==> config.mk <==
export PLATFORM = sky130hd
export DESIGN_NAME = yaz0d_front
export DESIGN_NICKNAME = d
export VERILOG_FILES = /design/src/rtl/yaz0d_pkg.sv /design/src/rtl/yaz0d_front.sv
export SDC_FILE = /design/constraint.sdc
export NUM_CORES = 1
export LEC_CHECK = 0
export BUFFER_PORTS_ARGS = -buffer_cell sky130_fd_sc_hd__buf_2
export CELL_PAD_IN_SITES_DETAIL_PLACEMENT = 0
export CELL_PAD_IN_SITES_GLOBAL_PLACEMENT = 1
export CORE_ASPECT_RATIO = 0.6
export CORE_MARGIN = 4
export CORE_UTILIZATION = 25
export DETAILED_ROUTE_END_ITERATION = 12
export PLACE_DENSITY_LB_ADDON = 0.25
export SYNTH_ARGS = -nofsm -noshare
export SYNTH_HDL_FRONTEND = slang
export SYNTH_SLANG_ARGS = --single-unit
==> constraint.sdc <==
create_clock -name clk -period 23.6 [get_ports clk]
set_input_delay 3.54 -clock clk [delete_from_list [all_inputs] [get_ports clk]]
set_output_delay 3.54 -clock clk [all_outputs]
set_load 0.03 [all_outputs]
==> src/rtl/yaz0d_pkg.sv <==
`timescale 1ns / 1ps
// shared types and constants of the yaz0 stream decompressor
// no dependencies; imported by front, command queue, back and top level
package yaz0d_pkg;

    localparam int HEADER_LEN = 16;
    localparam int LANE_BYTES = 8;
    localparam int HIST_AW    = 12;
    localparam int CMDQ_DEPTH = 4;
    localparam int CMDQ_AW    = 2;

    typedef enum logic [1:0] {
        ST_OK          = 2'd0,
        ST_PASSTHROUGH = 2'd1,
        ST_TRUNCATED   = 2'd2,
        ST_DIST_ERROR  = 2'd3
    } status_t;

    typedef enum logic [1:0] {
        CMD_NONE = 2'd0,
        CMD_RAW  = 2'd1,
        CMD_LIT  = 2'd2,
        CMD_COPY = 2'd3
    } cmd_kind_t;

    // one classified input beat, as handed from front to back
    typedef struct packed {
        cmd_kind_t           kind;
        logic [2:0]          magic_n;
        logic                has_b;
        logic [7:0]          b;
        logic [8:0]          len;
        logic [8:0]          zero_n;
        logic [HIST_AW-1:0]  distance;
        status_t             status;
        logic                ended;
        logic                last;
    } cmd_t;

    function automatic logic [7:0] magic_byte(input logic [1:0] i);
        logic [7:0] r;
        r = 8'h00;
        unique case (i)
            2'd0: r = 8'h59;
            2'd1: r = 8'h61;
            2'd2: r = 8'h7A;
            2'd3: r = 8'h30;
            default: r = 8'h00;
        endcase
        return r;
    endfunction

endpackage

==> src/rtl/yaz0d_front.sv <==
`timescale 1ns / 1ps
// header and token parser: turns input beats into at most one back-end command each
// depends on yaz0d_pkg
module yaz0d_front
    import yaz0d_pkg::*;
(
    input  logic       clk,
    input  logic       rst_n,
    input  logic       accept,
    input  logic [7:0] in_byte,
    input  logic       in_last,
    output logic       cmd_push,
    output cmd_t       cmd
);

    logic [4:0]  hidx_reg, hidx_next;
    logic [31:0] tgt_reg, tgt_next;
    logic [31:0] prod_reg, prod_next;
    logic [7:0]  flag_reg, flag_next;
    logic [3:0]  fleft_reg, fleft_next;
    logic [1:0]  phase_reg, phase_next;
    logic [7:0]  pfirst_reg, pfirst_next;
    logic [11:0] pdist_reg, pdist_next;
    logic        pt_reg, pt_next;

    // copy arithmetic, shared by short and long matches
    logic [11:0] c_dist;
    logic [8:0]  c_len;
    logic [31:0] c_rem;
    logic [8:0]  c_eff;
    logic [12:0] c_dist1;
    logic        c_err;
    logic [12:0] c_zn;
    logic [8:0]  c_zero;
    logic [8:0]  nbytes;

    always_comb
    begin
        if (phase_reg == 2'd1)
        begin
            c_dist = {pfirst_reg[3:0], in_byte};
            c_len  = {5'd0, pfirst_reg[7:4]} + 9'd2;
        end
        else
        begin
            c_dist = pdist_reg;
            c_len  = {1'b0, in_byte} + 9'd18;
        end
        c_rem   = tgt_reg - prod_reg;
        c_eff   = (c_rem < {23'd0, c_len}) ? c_rem[8:0] : c_len;
        c_dist1 = {1'b0, c_dist} + 13'd1;
        c_err   = prod_reg < {19'd0, c_dist1};
        c_zn    = c_dist1 - prod_reg[12:0];
        if (!c_err)
            c_zero = 9'd0;
        else if (c_zn < {4'd0, c_eff})
            c_zero = c_zn[8:0];
        else
            c_zero = c_eff;
    end

    always_comb
    begin
        hidx_next   = hidx_reg;
        tgt_next    = tgt_reg;
        prod_next   = prod_reg;
        flag_next   = flag_reg;
        fleft_next  = fleft_reg;
        phase_next  = phase_reg;
        pfirst_next = pfirst_reg;
        pdist_next  = pdist_reg;
        pt_next     = pt_reg;
        cmd         = '0;
        cmd.kind    = CMD_NONE;
        cmd.status  = ST_OK;
        cmd.b       = in_byte;
        cmd.last    = in_last;
        cmd_push    = 1'b0;
        nbytes      = 9'd0;

        if (accept)
        begin
            if (pt_reg)
            begin
                cmd.kind   = CMD_RAW;
                cmd.has_b  = 1'b1;
                cmd.status = ST_PASSTHROUGH;
                cmd.ended  = in_last;
                cmd_push   = 1'b1;
            end
            else if (hidx_reg < 5'(HEADER_LEN))
            begin
                if (hidx_reg < 5'd4)
                begin
                    if (in_byte != magic_byte(hidx_reg[1:0]))
                    begin
                        cmd.kind    = CMD_RAW;
                        cmd.magic_n = hidx_reg[2:0];
                        cmd.has_b   = 1'b1;
                        cmd.status  = ST_PASSTHROUGH;
                        cmd.ended   = in_last;
                        cmd_push    = 1'b1;
                        pt_next     = 1'b1;
                    end
                    else
                    begin
                        hidx_next = hidx_reg + 5'd1;
                        if (in_last)
                        begin
                            cmd_push  = 1'b1;
                            cmd.ended = 1'b1;
                            if (hidx_next < 5'd4)
                            begin
                                cmd.kind    = CMD_RAW;
                                cmd.magic_n = hidx_next[2:0];
                                cmd.status  = ST_PASSTHROUGH;
                            end
                            else
                                cmd.status = ST_TRUNCATED;
                        end
                    end
                end
                else
                begin
                    if (hidx_reg < 5'd8)
                        tgt_next = {tgt_reg[23:0], in_byte};
                    hidx_next = hidx_reg + 5'd1;
                    if (hidx_next == 5'(HEADER_LEN) && tgt_next == 32'd0)
                    begin
                        cmd.ended = 1'b1;
                        cmd_push  = 1'b1;
                    end
                    else if (in_last)
                    begin
                        cmd.ended  = 1'b1;
                        cmd.status = ST_TRUNCATED;
                        cmd_push   = 1'b1;
                    end
                end
            end
            else if (prod_reg >= tgt_reg)
            begin
                // output already complete: swallow, only pass the end mark along
                cmd_push = in_last;
            end
            else
            begin
                if (phase_reg == 2'd0 && fleft_reg == 4'd0)
                begin
                    flag_next  = in_byte;
                    fleft_next = 4'd8;
                end
                else if (phase_reg == 2'd0)
                begin
                    if (flag_reg[7])
                    begin
                        cmd.kind   = CMD_LIT;
                        nbytes     = 9'd1;
                        flag_next  = {flag_reg[6:0], 1'b0};
                        fleft_next = fleft_reg - 4'd1;
                    end
                    else
                    begin
                        pfirst_next = in_byte;
                        phase_next  = 2'd1;
                    end
                end
                else if (phase_reg == 2'd1 && pfirst_reg[7:4] == 4'd0)
                begin
                    pdist_next = c_dist;
                    phase_next = 2'd2;
                end
                else
                begin
                    cmd.kind     = CMD_COPY;
                    cmd.len      = c_eff;
                    cmd.zero_n   = c_zero;
                    cmd.distance = c_dist;
                    nbytes       = c_eff;
                    flag_next    = {flag_reg[6:0], 1'b0};
                    fleft_next   = (fleft_reg != 4'd0) ? fleft_reg - 4'd1 : 4'd0;
                    phase_next   = 2'd0;
                end
                prod_next = prod_reg + {23'd0, nbytes};
                if (prod_next >= tgt_reg)
                    cmd.ended = 1'b1;
                else if (in_last)
                begin
                    cmd.ended  = 1'b1;
                    cmd.status = ST_TRUNCATED;
                end
                if (cmd.kind == CMD_COPY && c_zero != 9'd0)
                    cmd.status = ST_DIST_ERROR;
                cmd_push = (nbytes != 9'd0) || cmd.ended || in_last;
            end

            if (in_last)
            begin
                hidx_next   = '0;
                tgt_next    = '0;
                prod_next   = '0;
                flag_next   = '0;
                fleft_next  = '0;
                phase_next  = '0;
                pfirst_next = '0;
                pdist_next  = '0;
                pt_next     = 1'b0;
            end
        end
    end

    always_ff @(posedge clk or negedge rst_n)
    begin
        if (!rst_n)
        begin
            hidx_reg   <= '0;
            tgt_reg    <= '0;
            prod_reg   <= '0;
            flag_reg   <= '0;
            fleft_reg  <= '0;
            phase_reg  <= '0;
            pfirst_reg <= '0;
            pdist_reg  <= '0;
            pt_reg     <= 1'b0;
        end
        else
        begin
            hidx_reg   <= hidx_next;
            tgt_reg    <= tgt_next;
            prod_reg   <= prod_next;
            flag_reg   <= flag_next;
            fleft_reg  <= fleft_next;
            phase_reg  <= phase_next;
            pfirst_reg <= pfirst_next;
            pdist_reg  <= pdist_next;
            pt_reg     <= pt_next;
        end
    end

endmodule

# Word-level counts from Yosys, hierarchy flattened

Index checks and enable logic that the tools add are counted.

Bits in registers: 104
Input port bits: 12
Output and inout bits: 49
Logic and storage cells: 200

Add/sub/neg operators: 8
$lt $le $gt $ge: 9
Equality and inequality tests: 18
Mux-type cells: 130
Reductions and logical operators: 25

Operator list:

| operator                                                        | count |
|---|---|
| 32-bit 2-to-1 mux                                               | 13 |
| 8-bit 2-to-1 mux                                                | 19 |
| 30-bit 2-to-1 mux                                               | 5 |
| 9-bit 2-to-1 mux                                                | 11 |
| 12-bit 2-to-1 mux                                               | 8 |
| 33-bit 2-to-1 mux                                               | 2 |
| 32-bit greater-or-equal comparator                              | 2 |
| 4-bit 2-to-1 mux                                                | 13 |
| 2-bit 2-to-1 mux                                                | 23 |
| 32-bit by 9-bit adder with 32-bit output                        | 1 |
| 32-bit logical NOT                                              | 1 |
| 32-bit by 13-bit < comparator with 1-bit output                 | 1 |
| 32-bit by 9-bit < comparator with 1-bit output                  | 1 |
| 8-bit one-hot mux with 4 select lines                           | 1 |
| 32-bit subtractor                                               | 1 |
| 5-bit 2-to-1 mux                                                | 6 |
| 1-bit 2-to-1 mux                                                | 21 |
| 3-bit 2-to-1 mux                                                | 7 |
| 9-bit nonzero test                                              | 2 |
| 2-bit != test, second input constant                            | 7 |
| 7-bit AND reduction                                             | 2 |
| 12-bit by 1-bit adder with 13-bit output, second input constant | 1 |
| 13-bit by 9-bit < comparator with 1-bit output                  | 1 |
| 13-bit subtractor                                               | 1 |
| 24 further kinds                                                | 40 |

# Longest topological paths before layout

Depth after elaboration: 24
Depth in mapped cells: 46
Gate-level depth less buffers: 44

# Worst setup path before layout

OpenSTA, ideal clock, no wires.

Path kind: input port to output port
Start: in in_byte[4]
End: out cmd_push
Data arrival time: 11.077 ns
Required time: 20.060 ns
Setup slack: 8.983 ns
Stages on the path: 43
Path buffers: 3
Path through: clkbuf_1 a21oi_1 or3_1 a21oi_1 inv_1 ha_1 and3_1 o2111ai_1 a21oi_1 nand3b_1 a2111oi_0 nand4_1 or4_4 o21ai_0 nand3_1 a21oi_1 ha_1 ha_1 (+7 left out) buf_6 nor2_1 xnor2_1 ha_1 nor2b_1 o21ai_0 nand2b_1 a21oi_1 nor2b_1 o21ai_0 nand2b_1 a21oi_1 nor3_1 nor4_1 o211ai_1 o41ai_1 a31oi_1 o21a_1

Word-level cells in the longest chain between the ends: 24
Elaborated cells between the ends (all ways): 36
Classes of those cells: 2 x add/sub; 2 x order compare; 1 x eq/ne; 26 x mux; 5 x reduce/logical

RTL lines:

| what                                           | RTL line           | RTL |
|---|---|---|
| start: declaration                             | yaz0d_front.sv:10  | `input logic [7:0] in_byte,` |
| 8-bit by 5-bit adder with 9-bit output         | yaz0d_front.sv:47  | `c_len = {1'b0, in_byte} + 9'd18;` |
| 9-bit 2-to-1 mux                               | yaz0d_front.sv:39  | `if (phase_reg == 2'd1)` |
| 32-bit by 9-bit < comparator with 1-bit output | yaz0d_front.sv:50  | `c_eff = (c_rem < {23'd0, c_len}) ? c_rem[8:0] : c_len;` |
| 9-bit 2-to-1 mux                               | yaz0d_front.sv:50  |  |
| 9-bit 2-to-1 mux                               | yaz0d_front.sv:168 | `else if (phase_reg == 2'd1 && pfirst_reg[7:4] == 4'd0)` |
| 9-bit 2-to-1 mux                               | yaz0d_front.sv:153 | `else if (phase_reg == 2'd0)` |
| 9-bit 2-to-1 mux                               | yaz0d_front.sv:148 | `if (phase_reg == 2'd0 && fleft_reg == 4'd0)` |
| 9-bit 2-to-1 mux                               | yaz0d_front.sv:141 | `else if (prod_reg >= tgt_reg)` |
| (+7 left out)                                  | --                 |  |
| 1-bit 2-to-1 mux                               | yaz0d_front.sv:91  | `else if (hidx_reg < 5'(HEADER_LEN))` |
| 1-bit 2-to-1 mux                               | yaz0d_front.sv:83  | `if (pt_reg)` |
| 1-bit 2-to-1 mux                               | yaz0d_front.sv:81  | `if (accept)` |
| 1-bit logical OR (2 in a row)                  | yaz0d_front.sv:194 | `cmd_push = (nbytes != 9'd0) \|\| cmd.ended \|\| in_last;` |
| 1-bit 2-to-1 mux                               | yaz0d_front.sv:141 |  |
| 1-bit 2-to-1 mux *                             | yaz0d_front.sv:91  |  |
| 1-bit 2-to-1 mux *                             | yaz0d_front.sv:83  |  |
| 1-bit 2-to-1 mux *                             | yaz0d_front.sv:81  |  |
| end: declaration                               | yaz0d_front.sv:12  | `output logic cmd_push,` |

Every way passes the cells marked *; elsewhere a longest branch is shown, timed or not. The select of a mux whose other input is x is not followed.

# Worst setup path after layout

Start: in in_byte[1]
End: out cmd_push

Same word-level chain as after synthesis.

==> qor.csv <==
metric,value,unit
routed_via_density,5.52,
period_share,0.695,
finalMaxSlewViolations,0,
synth.ff_latch_count,104,
hold_viol,0,
grt_max_degree,67,
fin_area,12900,µm²
cts-buffers-inserted,9,
start_util,0.253,
cts_setup_buffers,0,
die_w,288,µm
core_area,46400,µm²
worst_skew_pair.late_latency,0.39,ns
ir_worst_vdd,44.9,µV
path_max_fanout,20,
path_clk_slew,0.08,ns
wl_met3,5830,µm
p_leak,5.51,nW
preCtsSetupSlack,7.34,ns
drt_iter0_drc,1213,
layout.cells.non_filler,2168,
synthCells,1529,
syn_nets,1664,
skew,0.0149,ns
fin_tns_setup,0,ns
yosysUniqueCellTypes,97,
layout_setup_ws,7.19,ns
crit_slowest_cell,or4_4,
cts_num_sinks,104,
placed_area,12600,µm²
setup_violations,0,
path_common_cell,a21oi_1,
drc,0,
track_usage,0.194,
dpl.hpwl,40100,µm
clk_path_buf_depth,2,
synth_edf_count,0,
cp-start-kind,input port,
grt_setup_unrepaired,false,
dp_cells,2152,
post-route-util,0.278,
slew_headroom,0.296,
grt_pass1_wl,73800,µm
ys_seq_area_frac,0.221,
fmax,0.0609,GHz
cts_tree,yes,
total_power,1.50,mW
fillers,5132,
io_buffers,59,
drt_first_pass_iters,5,
layout-drive-gt1-share,0.100,
gr-total-overflow,0,
met1_length,26900,µm
syn_area,11800,µm²
cpPeakStageDelay,0.68,ns
die_h,176,µm
wirelength,50100,µm
outcome,"finished, final reports clean",
root_buffer,clkbuf_16,
tightest_slew,1.05,ns
pin_count,61,
synthFlopType,dfrtp_1,
critPathKind,in2out,
end_kind,output pin,
worstPathArrival,12.87,ns
h-tree-depth,3,
die-area,50700,µm²
ant_nets,0,
final_nets,1668,
async_flop_share,1.00,
yosysWarnings,0,
dr_wl_met2,17000,µm
maxCapViolCount,0,
top_layer,met5,
whs,0.503,ns
num_vias,11960,
min_path_type,reg2reg,
period_minus_slack,16.41,ns
placementRows,61,
num_antenna_cells,0,
cts_resized,0,
power.density,117,nW/µm²
antenna_found_initial,2,
mostFrequentLayoutCells,"nand2_1 (167), ha_1 (121), nor2_1 (115), a21oi_1 (109), inv_1 (106)",
synth_area_per_cell,7.69,µm²
worstPathRequired,20.06,ns
hold_buffers,0,
wl_per_cell,23.1,µm
first_global_vias,10758,
syn2layout_area_growth,9.71,%
gp_congestion,0.932,
final_common_cell,nand2_1,
## worst max-delay path, delay by kind of cell
| family | cells | cell delay, ns |
|---|---|---|
| AO/OA/AOI/OAI | 18 | 3.96 |
| adder cells (fa/ha/maj) | 5 | 1.28 |
| buffers and inverters | 5 | 0.74 |
| AND/OR/NAND/NOR | 15 | 3.16 |
| XOR/XNOR | 1 | 0.15 |
## cell families (layout without fill, tap and decap cells)
logic type	after synthesis	in the layout	synth area share
and+or+nand+nor	542	542	0.232
AOI/OAI and AO/OA	470	470	0.272
buffers and inverters	191	200	0.0673
adders and majority gates	124	124	0.133
DFF	104	104	0.221
xor gates and xnor gates	75	75	0.0559
muxes	22	22	0.0188
other	1	1	0.000319
## path summary, 6_finish.rpt
kind	start	endpoint	slack, ns	depth (start not counted)
setup / recovery	in_byte[1]	cmd_push	7.19	44
hold / removal	flag_reg[7]	flag_reg[7]	0.50	2
min in group asynchronous	rst_n	fleft_reg[1]	3.13	1
hold reg to reg	flag_reg[7]	flag_reg[7]	0.50	2
max in group asynchronous	rst_n	prod_reg[6]	19.07	2
setup reg to reg	tgt_reg[0]	prod_reg[30]	14.99	28
## report_power, final
| part | internal, mW | total, mW | switching, mW | leakage, nW |
|---|---|---|---|---|
| clock network | 0.0790 | 0.167 | 0.0882 | 0.151 |
| registers | 0.214 | 0.288 | 0.0745 | 1.37 |
| logic | 0.372 | 1.05 | 0.677 | 3.99 |
| total | 0.665 | 1.50 | 0.840 | 5.51 |
## routing by layer
| metal | up-vias | GRT usage |
|---|---|---|
| met3 | 21 | 0.0770 |
| met2 | 448 | 0.223 |
| met1 | 5901 | 0.325 |
| met5 | - | 0 |
| li1 | 5588 | - |
| met4 | 2 | 0.0204 |
## cell type report
| class | count | area, µm² | area share |
|---|---|---|---|
| multi-input cells | 1234 | 8370 | 0.649 |
| flip-flops and latches | 104 | 2600 | 0.202 |
| well taps | 630 | 788 | 0.0611 |
| repair buffers | 78 | 440 | 0.0341 |
| inverters | 106 | 398 | 0.0308 |
| clock buffers | 10 | 239 | 0.0185 |
| clock inverters | 6 | 65.1 | 0.00504 |
## cells in the mapped netlist, types with 5 or more instances
library cell  instances  share of area
o211ai_2              5         0.0053
clkbuf_1             57          0.018
nor4_1               22          0.012
o22ai_1               5         0.0027
buf_1                 5         0.0016
a22o_1               12         0.0089
and2_1                6         0.0032
nor2b_1              24          0.013
ha_1                121           0.13
dfrtp_1             104           0.22
or2_2                14         0.0074
nor2_1              116          0.037
a21oi_1             109          0.046
nand2b_1             24          0.013
o21ai_0             100          0.043
xor2_1               24          0.018
o21a_1               14         0.0089
a211oi_1             17          0.011
o221ai_1              5         0.0037
and3_1                6         0.0032
a31oi_1              12         0.0064
nand2_1             167          0.053
o21ai_1               5         0.0021
mux2i_1              21          0.018
o31ai_1              14         0.0089
nor3_1               30          0.013
buf_4                11         0.0070
xnor2_1              51          0.038
a21oi_2               5         0.0037
a21o_1               25          0.016
a22oi_1              52          0.033
nand4_1              28          0.015
nor3_2                7         0.0060
or3_1                11         0.0059
inv_1               106          0.034
buf_2                 9         0.0038
or4_1                25          0.016
o21bai_1              7         0.0045
nand3_1              38          0.016
o211ai_1             14         0.0089
No activity file was read; power rests on OpenSTA's default activity.
