<file path="src/rtl/yaz0d_pkg.sv">
`timescale 1ns / 1ps
// shared types and constants of the yaz0 stream decompressor
// no dependencies; imported by front, command queue, back and top level
package yaz0d_pkg;

    localparam int HEADER_LEN = 16;
    localparam int LANE_BYTES = 8;
    localparam int HIST_AW    = 12;
    localparam int CMDQ_DEPTH = 4;
    localparam int CMDQ_AW    = 2;

    typedef enum logic [1:0] {
        ST_OK          = 2'd0,
        ST_PASSTHROUGH = 2'd1,
        ST_TRUNCATED   = 2'd2,
        ST_DIST_ERROR  = 2'd3
    } status_t;

    typedef enum logic [1:0] {
        CMD_NONE = 2'd0,
        CMD_RAW  = 2'd1,
        CMD_LIT  = 2'd2,
        CMD_COPY = 2'd3
    } cmd_kind_t;

    // one classified input beat, as handed from front to back
    typedef struct packed {
        cmd_kind_t           kind;
        logic [2:0]          magic_n;
        logic                has_b;
        logic [7:0]          b;
        logic [8:0]          len;
        logic [8:0]          zero_n;
        logic [HIST_AW-1:0]  distance;
        status_t             status;
        logic                ended;
        logic                last;
    } cmd_t;

    function automatic logic [7:0] magic_byte(input logic [1:0] i);
        logic [7:0] r;
        r = 8'h00;
        unique case (i)
            2'd0: r = 8'h59;
            2'd1: r = 8'h61;
            2'd2: r = 8'h7A;
            2'd3: r = 8'h30;
            default: r = 8'h00;
        endcase
        return r;
    endfunction

endpackage

</file>
<file path="src/rtl/yaz0d_cmdq.sv">
`timescale 1ns / 1ps
// small command queue between parser and copy engine
// depends on yaz0d_pkg
module yaz0d_cmdq
    import yaz0d_pkg::*;
(
    input  logic clk,
    input  logic rst_n,
    input  logic wr_en,
    input  cmd_t wr_cmd,
    output logic full,
    input  logic rd_en,
    output logic empty,
    output cmd_t rd_cmd
);

    cmd_t               entry_reg [CMDQ_DEPTH];
    logic [CMDQ_AW-1:0] wptr_reg, rptr_reg;
    logic [CMDQ_AW:0]   cnt_reg;

    assign full   = cnt_reg == (CMDQ_AW+1)'(CMDQ_DEPTH);
    assign empty  = cnt_reg == '0;
    assign rd_cmd = entry_reg[rptr_reg];

    always_ff @(posedge clk)
    begin
        if (wr_en)
            entry_reg[wptr_reg] <= wr_cmd;
    end

    always_ff @(posedge clk or negedge rst_n)
    begin
        if (!rst_n)
        begin
            wptr_reg <= '0;
            rptr_reg <= '0;
            cnt_reg  <= '0;
        end
        else
        begin
            if (wr_en)
                wptr_reg <= wptr_reg + 1'b1;
            if (rd_en)
                rptr_reg <= rptr_reg + 1'b1;
            if (wr_en && !rd_en)
                cnt_reg <= cnt_reg + 1'b1;
            else if (rd_en && !wr_en)
                cnt_reg <= cnt_reg - 1'b1;
        end
    end

endmodule

</file>
<file path="config.mk">
export PLATFORM = sky130hd
export DESIGN_NAME = yaz0d_cmdq
export DESIGN_NICKNAME = d
export VERILOG_FILES = /design/src/rtl/yaz0d_pkg.sv /design/src/rtl/yaz0d_cmdq.sv
export SDC_FILE = /design/constraint.sdc
export NUM_CORES = 1
export LEC_CHECK = 0
export BUFFER_PORTS_ARGS = -buffer_cell sky130_fd_sc_hd__buf_2
export CAP_MARGIN = 30
export CORE_UTILIZATION = 41
export DETAILED_ROUTE_END_ITERATION = 6
export PLACE_DENSITY = 0.71
export SYNTH_ARGS = -nofsm -noshare
export SYNTH_HDL_FRONTEND = slang
export SYNTH_SLANG_ARGS = --single-unit
</file>
<file path="constraint.sdc">
create_clock -name clk -period 4.89 [get_ports clk]
set_clock_uncertainty 0.1 [all_clocks]
set_input_delay 1.467 -clock clk [delete_from_list [all_inputs] [get_ports clk]]
set_output_delay 1.467 -clock clk [all_outputs]
set_load 0.03 [all_outputs]
</file>
* After elaboration in Yosys (flattened, before gate mapping)
Memories as Yosys holds them, arrays and structs flattened.
Index checks and enable logic that the tools add are counted.
** Word-level totals
- Flip-flop bits (word level) :: 7
- Latch bits :: 0
- Bits in writable memories :: 192
- Memory bits (read-only) :: 0
- Bits of input ports :: 52
- Word-level logic and storage cells :: 19
- Memories :: 1
** Memory list
- entry_reg :: words 4, bits a word 48, rd ports 1, clocked after memory_dff 0, write ports 1, line yaz0d_cmdq.sv:17 : cmd_t entry_reg [CMDQ_DEPTH];
** Operators by class
- Add/sub/neg operators :: 4
- $mul :: 0
- Div/mod/pow operators :: 0
- Magnitude comparators :: 0
- Eq/ne operators :: 1
- Shift-type cells :: 0
- Mux-type cells :: 4
- Bitwise gates (word level) :: 0
- Reductions and logical operators :: 6
** Operator list (count)
- two-way mux 3 bit :: 2
- adder 2 x 1 -> 2 bit, second input constant :: 2
- adder 3 x 1 -> 3 bit, second input constant :: 1
- equality test 3 bit, second input constant :: 1
- zero test 3 bit :: 1
- subtractor 3 x 1 -> 3 bit, second input constant :: 1
- logical AND 1 bit :: 2
- zero test 1 bit :: 2
- two-way mux 1 bit :: 2
- nonzero test 2 bit :: 1

* Logic depth before layout (Yosys ltp)
Gate-level depths: netlist (run 1).
- Depth after elaboration :: 4
- Depth in mapped cells :: 7
- Gate-level depth less buffers :: 7

* Least setup slack after synthesis (run 1)
Ideal clock, no wire load.
- Path type :: in2reg
- Start :: input port wr_en
- End :: memory entry_reg[1][0] in the netlist's numbering, enable pin
- Arrival :: 2.617 ns
- Required time :: 4.380 ns
- Slack :: 1.763 ns
- Stages on the path :: 1
- Cell sequence :: and2_1
** On the way
- Cells in the longest elaborated chain, start to end :: 2
** RTL lines
- start, declared :: line yaz0d_cmdq.sv:9 : input logic wr_en,
- two-way mux 1 bit :: line yaz0d_cmdq.sv:27 : if (wr_en)
- two-way mux 1 bit (not written as such) :: line yaz0d_cmdq.sv:28 : entry_reg[wptr_reg] <= wr_cmd;
- end, declared :: line yaz0d_cmdq.sv:17
Every way passes these cells.

==> flow_summary.json, run 1 <==
{
  "dp.cells": 611,
  "drt-vias-per-instance": 5.08,
  "grt_pass1_wl_microns": 19700,
  "antenna_found_initial": 1,
  "mostFrequentLayoutCell": "edfxtp_1",
  "worstSkewPairLatency_ps": 420,
  "cts_root_buf": "clkbuf_16",
  "ys_ff_latch": 199,
  "crit_slowest_cell": "dfrtp_2",
  "slowest_delay_ps": 810,
  "cellPowerDensity_nw_per_um2": 637,
  "synth_area_sq_um": 7380,
  "fin_crit_sh_pct": 78.3,
  "std_cell_rows": 48,
  "min_period_ps": 3830,
  "rsz0062_at_grt": "no",
  "clkSinkCount": 199,
  "place_area_sq_um": 8140,
  "cts_hold_buf": 0,
  "p_total_mw": 5.55,
  "die_w_microns": 136,
  "crit_family": "flip-flops",
  "synth_cell_types": 19,
  "synthAdderAreaFrac_pct": 1.12,
  "yosysSeqAreaShare_pct": 80.5,
  "grt_pass1_vias": 3496,
  "worstSetupPathType": "reg2out",
  "max_freq_ghz": 0.261,
  "grt_max_degree": 29,
  "routed_wl_microns": 12700,
  "path_cells": "buf_4 > mux4_2 > buf_2",
  "synth_simple_gate_area_share_pct": 0.662,
  "crit_path_end_kind": "output port",
  "drt-initial-drc-count": 155,
  "slew_violations": 0,
  "leakage_nw": 3.01,
  "wl_per_cell_microns": 19.7,
  "synthMuxAreaShare_pct": 14.8,
  "synth_xor_area_share_pct": 0.712,
  "n_antenna_cell": 0,
  "fin_nets": 463,
  "synth_compound_area_share_pct": 0.0679,
  "arrival_ps": 2260,
  "fin_cells": 643,
  "core_sq_um": 17400,
  "final_layout_size_suffix_gt1_share_pct": 47.1,
  "cts_setup_buffers": 0,
  "final_cell_mix": "edfxtp_1, buf_2, mux4_2",
  "first_pass_iters": 4,
  "syn_avg_cell_area_sq_um": 25.9,
  "largest_register_ffs": 192,
  "crit_buf_inv": 2,
  "outcome": "finished clean",
  "numCtsBuffers": 17,
  "io_pins": 102,
  "startpoint_type": "register",
  "die_area_sq_um": 18500,
  "clk_pin_slew_ps": 70,
  "hp-class": "reg2reg",
  "finalHoldViolCount": 0,
  "cts_tree": "done",
  "start_util_pct": 42.3,
  "grt_usage_pct": 15.0,
  "hpwl_microns": 7890,
  "syn-num-nets": 343,
  "worstMarginPinSlew_ps": 797,
  "maxCapViolCount": 0,
  "setup_viol": 0,
  "drc": 0,
  "h-tree-depth": 4,
  "place_congestion": 0.657,
  "holdWs_ps": 410,
  "fin_tns_setup_ps": 0,
  "ctsResizeCount": 0,
  "fin_area_sq_um": 8710,
  "num_vias": 3264,
  "r2r_setup_slack_ps": 2820,
  "slew_headroom_pct": 46.9,
  "cp.required_ps": 3320,
  "yosys_warnings": 0,
  "ant_nets": 0,
  "ir_worst_vdd_uv": 405,
  "crit_fanout": 24,
  "overflow": 0,
  "die_h_microns": 136,
  "synthToLayoutAreaGrowth_pct": 18.2,
  "synthCells": 285,
  "synth_top_family_by_area": "multiplexers",
  "clockBufferDepth": 2,
  "port_buffers": 101
}
## final timing paths
kind,start,to,cells after the start
worst max-delay path,rptr_reg[1],rd_cmd[26],3
min in group asynchronous,rst_n,cnt_reg[1],1
worst max register to register,wptr_reg[0],entry_reg[2][17],4
worst min-delay path,cnt_reg[2],cnt_reg[2],1
worst min register to register,cnt_reg[2],cnt_reg[2],1
max in group asynchronous,rst_n,rptr_reg[0],1
## through the flow
stage,setup WS (ps),utilization [%]
2_1_floorplan,1760,-
3_3_place_gp,1320,46.6
3_5_place_dp,1450,46.7
4_1_cts,955,50.0
5_1_grt,901,50.0
6_report,1060,50.0
## cell usage after synthesis, drive strengths merged
cell | number | share of area, %
and2 | 4 | 0.34
buf | 11 | 1.9
dfrtp | 7 | 2.4
edfxtp | 192 | 78
fa | 1 | 0.27
ha | 5 | 0.85
inv | 4 | 0.20
mux2 | 1 | 0.15
mux4 | 48 | 15
nand2 | 2 | 0.10
nor2 | 1 | 0.051
nor3 | 1 | 0.068
nor3b | 1 | 0.10
o21ai | 1 | 0.068
xnor2 | 2 | 0.24
xor2 | 4 | 0.47
## layer usage
layer  up-vias  wire length (microns)  GRT usage, %  part of all wire [%]
met1      1716                   5340          18.8                    42
li1       1442                      -             -                     -
met5         -                     10             0                 0.079
met4         2                    194          5.56                   1.5
met2        85                   6490          24.4                    51
met3        19                    652          4.85                   5.1
## layout make-up
class                      instances  area (sq um)
tap                              225           282
clock buffer                      22           497
sequential                       199          5950
inverter                           4          15.0
timing repair buffer             112           608
clock inverter                    10          81.3
multi-input combinational         71          1290
fill                            1429          8700
## kinds of logic after synthesis
family / Yosys count
AOI/OAI and AO/OA: 1
muxes: 49
adders and majority gates: 6
buffers and inverters: 15
xor gates and xnor gates: 6
DFF: 199
and+or+nand+nor: 9
## power breakdown
group | switching, mW | leakage, nW | internal [mW]
Sequential | 0.189 | 1.84 | 2.23
Clock | 0.606 | 0.286 | 0.735
Combinational | 1.09 | 0.884 | 0.696
Total | 1.89 | 3.01 | 3.66
No activity file was read; power rests on OpenSTA's default activity.
==> run 2, diff against run 1 <==
--- a/config.mk
+++ b/config.mk
@@ -5,11 +5,12 @@
 export SDC_FILE = /design/constraint.sdc
 export NUM_CORES = 1
 export LEC_CHECK = 0
+export ABC_AREA = 1
 export BUFFER_PORTS_ARGS = -buffer_cell sky130_fd_sc_hd__buf_2
 export CAP_MARGIN = 30
 export CORE_UTILIZATION = 41
 export DETAILED_ROUTE_END_ITERATION = 6
-export PLACE_DENSITY = 0.71
+export PLACE_DENSITY = 0.73
 export SYNTH_ARGS = -nofsm -noshare
 export SYNTH_HDL_FRONTEND = slang
 export SYNTH_SLANG_ARGS = --single-unit
==> constraint.sdc (replaced) <==
create_clock -name clk -period 3.4 [get_ports clk]
set_clock_uncertainty 0.1 [all_clocks]
set_input_delay 1.02 -clock clk [delete_from_list [all_inputs] [get_ports clk]]
set_output_delay 1.02 -clock clk [all_outputs]
set_load 0.03 [all_outputs]
==> run 2 against run 1 <==
Sequential power is 42% higher; first-iteration DRC count is 24% higher; die area is 11% higher; largest cell class unchanged; largest power group unchanged.
==> flow_summary.json, run 2 <==
{
  "outcome": "finished clean",
  "worstSkewPairLatency_ps": 420,
  "grt_usage_pct": 14.8,
  "die_w_microns": 143,
  "synth_cell_types": 19,
  "finalHoldViolCount": 0,
  "synthFlopType": "edfxtp_1",
  "rr_worst_depth": 5,
  "ir_worst_vdd_uv": 614,
  "mostFrequentLayoutCell": "edfxtp_1",
  "crit_buf_inv": 2,
  "largest_register_ffs": 192,
  "fin_area_sq_um": 9490,
  "worstSetupPathType": "reg2out",
  "max_freq_ghz": 0.320,
  "yosys_warnings": 0,
  "combPwrFrac_pct": 38.7,
  "yosysTopAreaCell": "edfxtp_1",
  "cp.required_ps": 2280,
  "port_buffers": 101,
  "hp-class": "in2async",
  "crit_slowest_cell": "dfrtp_4",
  "syn-num-nets": 666,
  "clockBufferDepth": 2,
  "num_vias": 4618,
  "die_area_sq_um": 20500,
  "maxCapViolCount": 0,
  "cts_root_buf": "clkbuf_16",
  "synthCells": 608,
  "synth.most_common_cell": "edfxtp_1",
  "std_cell_rows": 51,
  "synth_edf_count": 192,
  "slowest_delay_ps": 730,
  "cts_hold_buf": 0,
  "ant_nets": 0,
  "p_seq_share_pct": 39.3,
  "worstMarginPinSlew_ps": 588,
  "grt_pass1_vias": 4413,
  "clkPwrFrac_pct": 22.0,
  "cts_tree": "done",
  "setup_viol": 0,
  "fill_cells": 1707,
  "r2r_setup_slack_ps": 1550,
  "arrival_ps": 2000,
  "syn_avg_cell_area_sq_um": 13.4,
  "p_sw_share_pct": 40.0,
  "leakage_nw": 3.82,
  "p_sw_mw": 3.49,
  "cellPowerDensity_nw_per_um2": 920,
  "numCtsBuffers": 17,
  "r2r_start": "wptr_reg[0]",
  "clkSinkCount": 199,
  "crit_path_end_kind": "output port",
  "final_cell_mix": "edfxtp_1, nand2_1, inv_1",
  "start_util_pct": 41.8,
  "routed_wl_microns": 14300,
  "fin_tns_setup_ps": 0,
  "io_pins": 102,
  "h-tree-depth": 4,
  "fin_crit_sh_pct": 91.8,
  "synthToLayoutAreaGrowth_pct": 16.1,
  "startpoint_type": "register",
  "wl_per_cell_microns": 14.5,
  "synth_area_leaders": "edfxtp_1, nand2_1, o211ai_1, inv_1, o211ai_2",
  "crit_family": "flip-flops",
  "drt-vias-per-instance": 4.67,
  "final_layout_size_suffix_gt1_share_pct": 23.7,
  "die_h_microns": 143,
  "drt-initial-drc-count": 192,
  "slew_violations": 0,
  "grt_pass1_wl_microns": 22400,
  "core_sq_um": 19500,
  "yosysSeqAreaShare_pct": 72.7,
  "synth_common_cells": "edfxtp_1, nand2_1, inv_1",
  "slew_headroom_pct": 60.8,
  "antenna_found_initial": 1,
  "grt_max_degree": 68,
  "place_area_sq_um": 8910,
  "seqCellArea_sq_um": 5950,
  "multi_input_area_sq_um": 1540,
  "clk_pin_slew_ps": 70,
  "first_pass_iters": 4,
  "ys_async_sr_fraction_pct": 3.52,
  "rsz0062_at_grt": "no",
  "place_congestion": 0.708,
  "fin_nets": 767,
  "ctsResizeCount": 0,
  "overflow": 0,
  "path_cells": "buf_12 > nand2_1 > o211ai_1 > nand2_1 > buf_2",
  "cpMostUsedCell": "nand2_1",
  "ys_ff_latch": 199,
  "postLayoutCoreUtil_pct": 48.6,
  "min_period_ps": 3120,
  "hpwl_microns": 8730,
  "timing.rr.end": "entry_reg[0][2]",
  "internal-power_mw": 5.23,
  "synth_area_sq_um": 8170,
  "yosys.area.top_type_share_pct": 70.6,
  "drc": 0,
  "crit_fanout": 67,
  "cts_setup_buffers": 0
}
-- run 2: cell count changes after synthesis, moves of 4 or more --
cell and delta:
inv_1 +103, mux4_2 -48, buf_4 +5, buf_6 +16
nand2_1 +155, o211ai_2 +18, o211ai_1 +78, and2_1 -4
clkbuf_1 +5, buf_12 -5
-- run 2: how the worst max path moves through the flow --
| stage | startpoint | end | slack, ps | cells past startpoint |
|---|---|---|---|---|
| 2_1_floorplan | wr_en | entry_reg[0][0] | 650 | 3 |
| 3_3_place_gp | rptr_reg[0] | rd_cmd[3] | 760 | 4 |
| 3_5_place_dp | rptr_reg[0] | rd_cmd[5] | 720 | 5 |
| 4_1_cts | rptr_reg[0] | rd_cmd[5] | 250 | 5 |
| 5_1_grt | rptr_reg[0] | rd_cmd[44] | 110 | 5 |
| 6_report | rptr_reg[0] | rd_cmd[5] | 280 | 5 |
-- run 2: per-stage QoR --
stage	worst slack [ps]	power, mW	hold slack [ps]	cells
6_report	279	8.73	322	988
5_1_grt	109	9.27	309	987
4_1_cts	253	8.85	315	987
3_5_place_dp	721	6.94	401	955
3_3_place_gp	764	6.87	382	955
2_1_floorplan	647	6.08	363	608
-- run 2: power by group through the flow --
stage / logic, mW / registers, mW / clock network, mW
6_report: 3.37 / 3.43 / 1.92
5_1_grt: 3.72 / 3.48 / 2.06
4_1_cts: 3.45 / 3.44 / 1.96
3_5_place_dp: 3.44 / 3.50 / 0
3_3_place_gp: 3.39 / 3.48 / 0
2_1_floorplan: 2.70 / 3.38 / 0
-- run 2: cells by family after synthesis --
group,after synthesis,share of synthesized area (%)
flip-flops,199,72.7
buffers and inverters,141,8.39
AND/OR/NAND/NOR,161,7.47
AO/OA/AOI/OAI,97,9.98
XOR/XNOR,4,0.429
adder cells (fa/ha/maj),6,1.01
-- run 2: area by class of cell --
class                      instances  area share (%)
timing repair buffer             115            7.23
clock buffer                      17            4.48
clock inverter                    15            1.54
inverter                         108            4.27
antenna                            1          0.0264
tap                              265            3.50
sequential                       199            62.7
multi-input combinational        268            16.3
-- run 2: worst reg2reg max path, stage by stage (launching register included) --
cell and delay [ps]:
dfrtp_1 420, inv_1 100, ha_1 140, nand2_1 60
inv_2 440, buf_12 280
-- run 2: layer usage --
layer	vias to the layer above	global-route usage (%)	wire length [microns]
met5	-	0	0
met4	0	4.98	162
met2	90	25.2	7030
li1	2304	-	-
met1	2211	17.8	6380
met3	13	4.46	702
==> run 3, diff against run 2 <==
--- a/config.mk
+++ b/config.mk
@@ -5,12 +5,11 @@
 export SDC_FILE = /design/constraint.sdc
 export NUM_CORES = 1
 export LEC_CHECK = 0
-export ABC_AREA = 1
 export BUFFER_PORTS_ARGS = -buffer_cell sky130_fd_sc_hd__buf_2
 export CAP_MARGIN = 30
 export CORE_UTILIZATION = 41
 export DETAILED_ROUTE_END_ITERATION = 6
-export PLACE_DENSITY = 0.73
+export PLACE_DENSITY = 0.74
 export SYNTH_ARGS = -nofsm -noshare
 export SYNTH_HDL_FRONTEND = slang
 export SYNTH_SLANG_ARGS = --single-unit
==> run 3 against run 2 <==
First-iteration DRC count shrank 2.6%; clock power up 3%; wire length fell by 12%; worst hold slack worse by 3.9 ps; non-clock buffer count is 5 lower; setup slack worse by 110 ps; sequential cell count unchanged; sequential power barely moved; design area decreased by 7.4%; largest cell class unchanged; highest routed layer unchanged.
==> flow_summary.json, run 3 (synthesis results as in run 1) <==
{
  "rr_worst_depth": 4,
  "num_vias": 3230,
  "ant_nets": 0,
  "overflow": 0,
  "largest_register_ffs": 192,
  "numCtsBuffers": 17,
  "top_layer_used": "met4",
  "fin_ws_ps": 167,
  "slew_headroom_pct": 67.5,
  "finalHoldViolCount": 0,
  "worstMarginPinSlew_ps": 487,
  "fin_tns_setup_ps": 0,
  "p_total_mw": 8.09,
  "drt-initial-drc-count": 187,
  "postLayoutCoreUtil_pct": 50.4,
  "arrival_ps": 2110,
  "fin_area_sq_um": 8780,
  "outcome": "finished clean",
  "min_period_ps": 3230,
  "setup_viol": 0,
  "clkSinkCount": 199,
  "std_cell_rows": 48,
  "ir_worst_vdd_uv": 495,
  "fin_crit_sh_pct": 95.1,
  "die_w_microns": 136,
  "fin_nets": 461,
  "place_congestion": 0.708,
  "clk_pin_slew_ps": 70,
  "mostFrequentLayoutCell": "edfxtp_1",
  "synthToLayoutAreaGrowth_pct": 19.1,
  "wl_per_cell_microns": 19.6,
  "cts_tree": "done",
  "routed_wl_microns": 12500,
  "drt-vias-per-instance": 5.04,
  "start_util_pct": 42.3,
  "rsz0062_at_grt": "no",
  "cts_setup_buffers": 0,
  "grt_max_degree": 44,
  "fin_cells": 641,
  "grt_usage_pct": 14.8,
  "final_layout_size_suffix_gt1_share_pct": 47.1,
  "cts_hold_buf": 0,
  "leakage_nw": 3.02,
  "h-tree-depth": 4,
  "maxCapViolCount": 0,
  "final_cell_mix": "edfxtp_1, buf_2, mux4_2",
  "ctsResizeCount": 0,
  "cts_root_buf": "clkbuf_16",
  "slew_violations": 0,
  "startpoint_type": "register",
  "core_sq_um": 17400,
  "wl_met1_microns": 5290,
  "worstSetupPathType": "reg2out",
  "grt_pass1_wl_microns": 19500,
  "holdWs_ps": 318,
  "die_area_sq_um": 18500,
  "die_h_microns": 136,
  "drc": 0,
  "first_pass_iters": 4,
  "cp.required_ps": 2280,
  "grt_pass1_vias": 3505,
  "place_area_sq_um": 8190,
  "hp-class": "in2async",
  "worstSkewPairLatency_ps": 420,
  "antenna_found_initial": 0,
  "crit_fanout": 20,
  "crit_path_end_kind": "output port",
  "pre_cts_slack_ps": 576,
  "dp.cells": 609,
  "cellPowerDensity_nw_per_um2": 922,
  "timing.rr.end": "entry_reg[0][42]",
  "hpwl_microns": 7740,
  "r2r_setup_slack_ps": 1550,
  "max_freq_ghz": 0.309,
  "clockBufferDepth": 2,
  "n_antenna_cell": 0,
  "io_pins": 102,
  "wl_met2_microns": 6530,
  "r2r_start": "wptr_reg[0]",
  "port_buffers": 101,
  "met3_length_microns": 572
}
## run 3: cell count changes in the layout (fill, tap and decap cells not counted), sizes merged, moves of 2 or more
cell,previous run,this run
o211ai,96,0
buf,115,110
clkinvlp,5,3
and2,0,4
mux4,0,48
inv,112,9
nand2,157,2
## run 3: worst max path at each step
stage,end,depth (start not counted),startpoint,slack (ps)
after detailed placement,rd_cmd[16],3,rptr_reg[0],580
after CTS,rd_cmd[42],3,rptr_reg[0],90
after global routing,rd_cmd[24],3,rptr_reg[0],30
after floorplan,entry_reg[1][0],1,wr_en,720
final,rd_cmd[42],3,rptr_reg[0],170
after global placement,rd_cmd[25],3,rptr_reg[0],580
## run 3: routing by layer
layer  up-vias  track usage, %
met5         -               0
met4         0            5.31
met3        14            4.47
met2        79            24.8
met1      1694            18.0
li1       1443               -
## run 3: final cells by class
type,count,area (sq um)
tap,225,282
fill,1390,8630
clock inverter,15,168
multi-input combinational,71,1290
clock buffer,17,425
sequential,199,5950
timing repair buffer,110,661
inverter,4,15.0
## run 3: worst max-delay path, stage by stage, from the launching register on
cell and delay (ps):
dfrtp_4 700, buf_12 240, mux4_2 540, buf_2 200
## run 3: where the power goes
| group | internal [mW] | leakage (nW) | total, mW | switching [mW] |
|---|---|---|---|---|
| Clock | 1.10 | 0.285 | 1.98 | 0.881 |
| Combinational | 1.05 | 0.892 | 2.69 | 1.64 |
| Sequential | 3.21 | 1.84 | 3.42 | 0.208 |
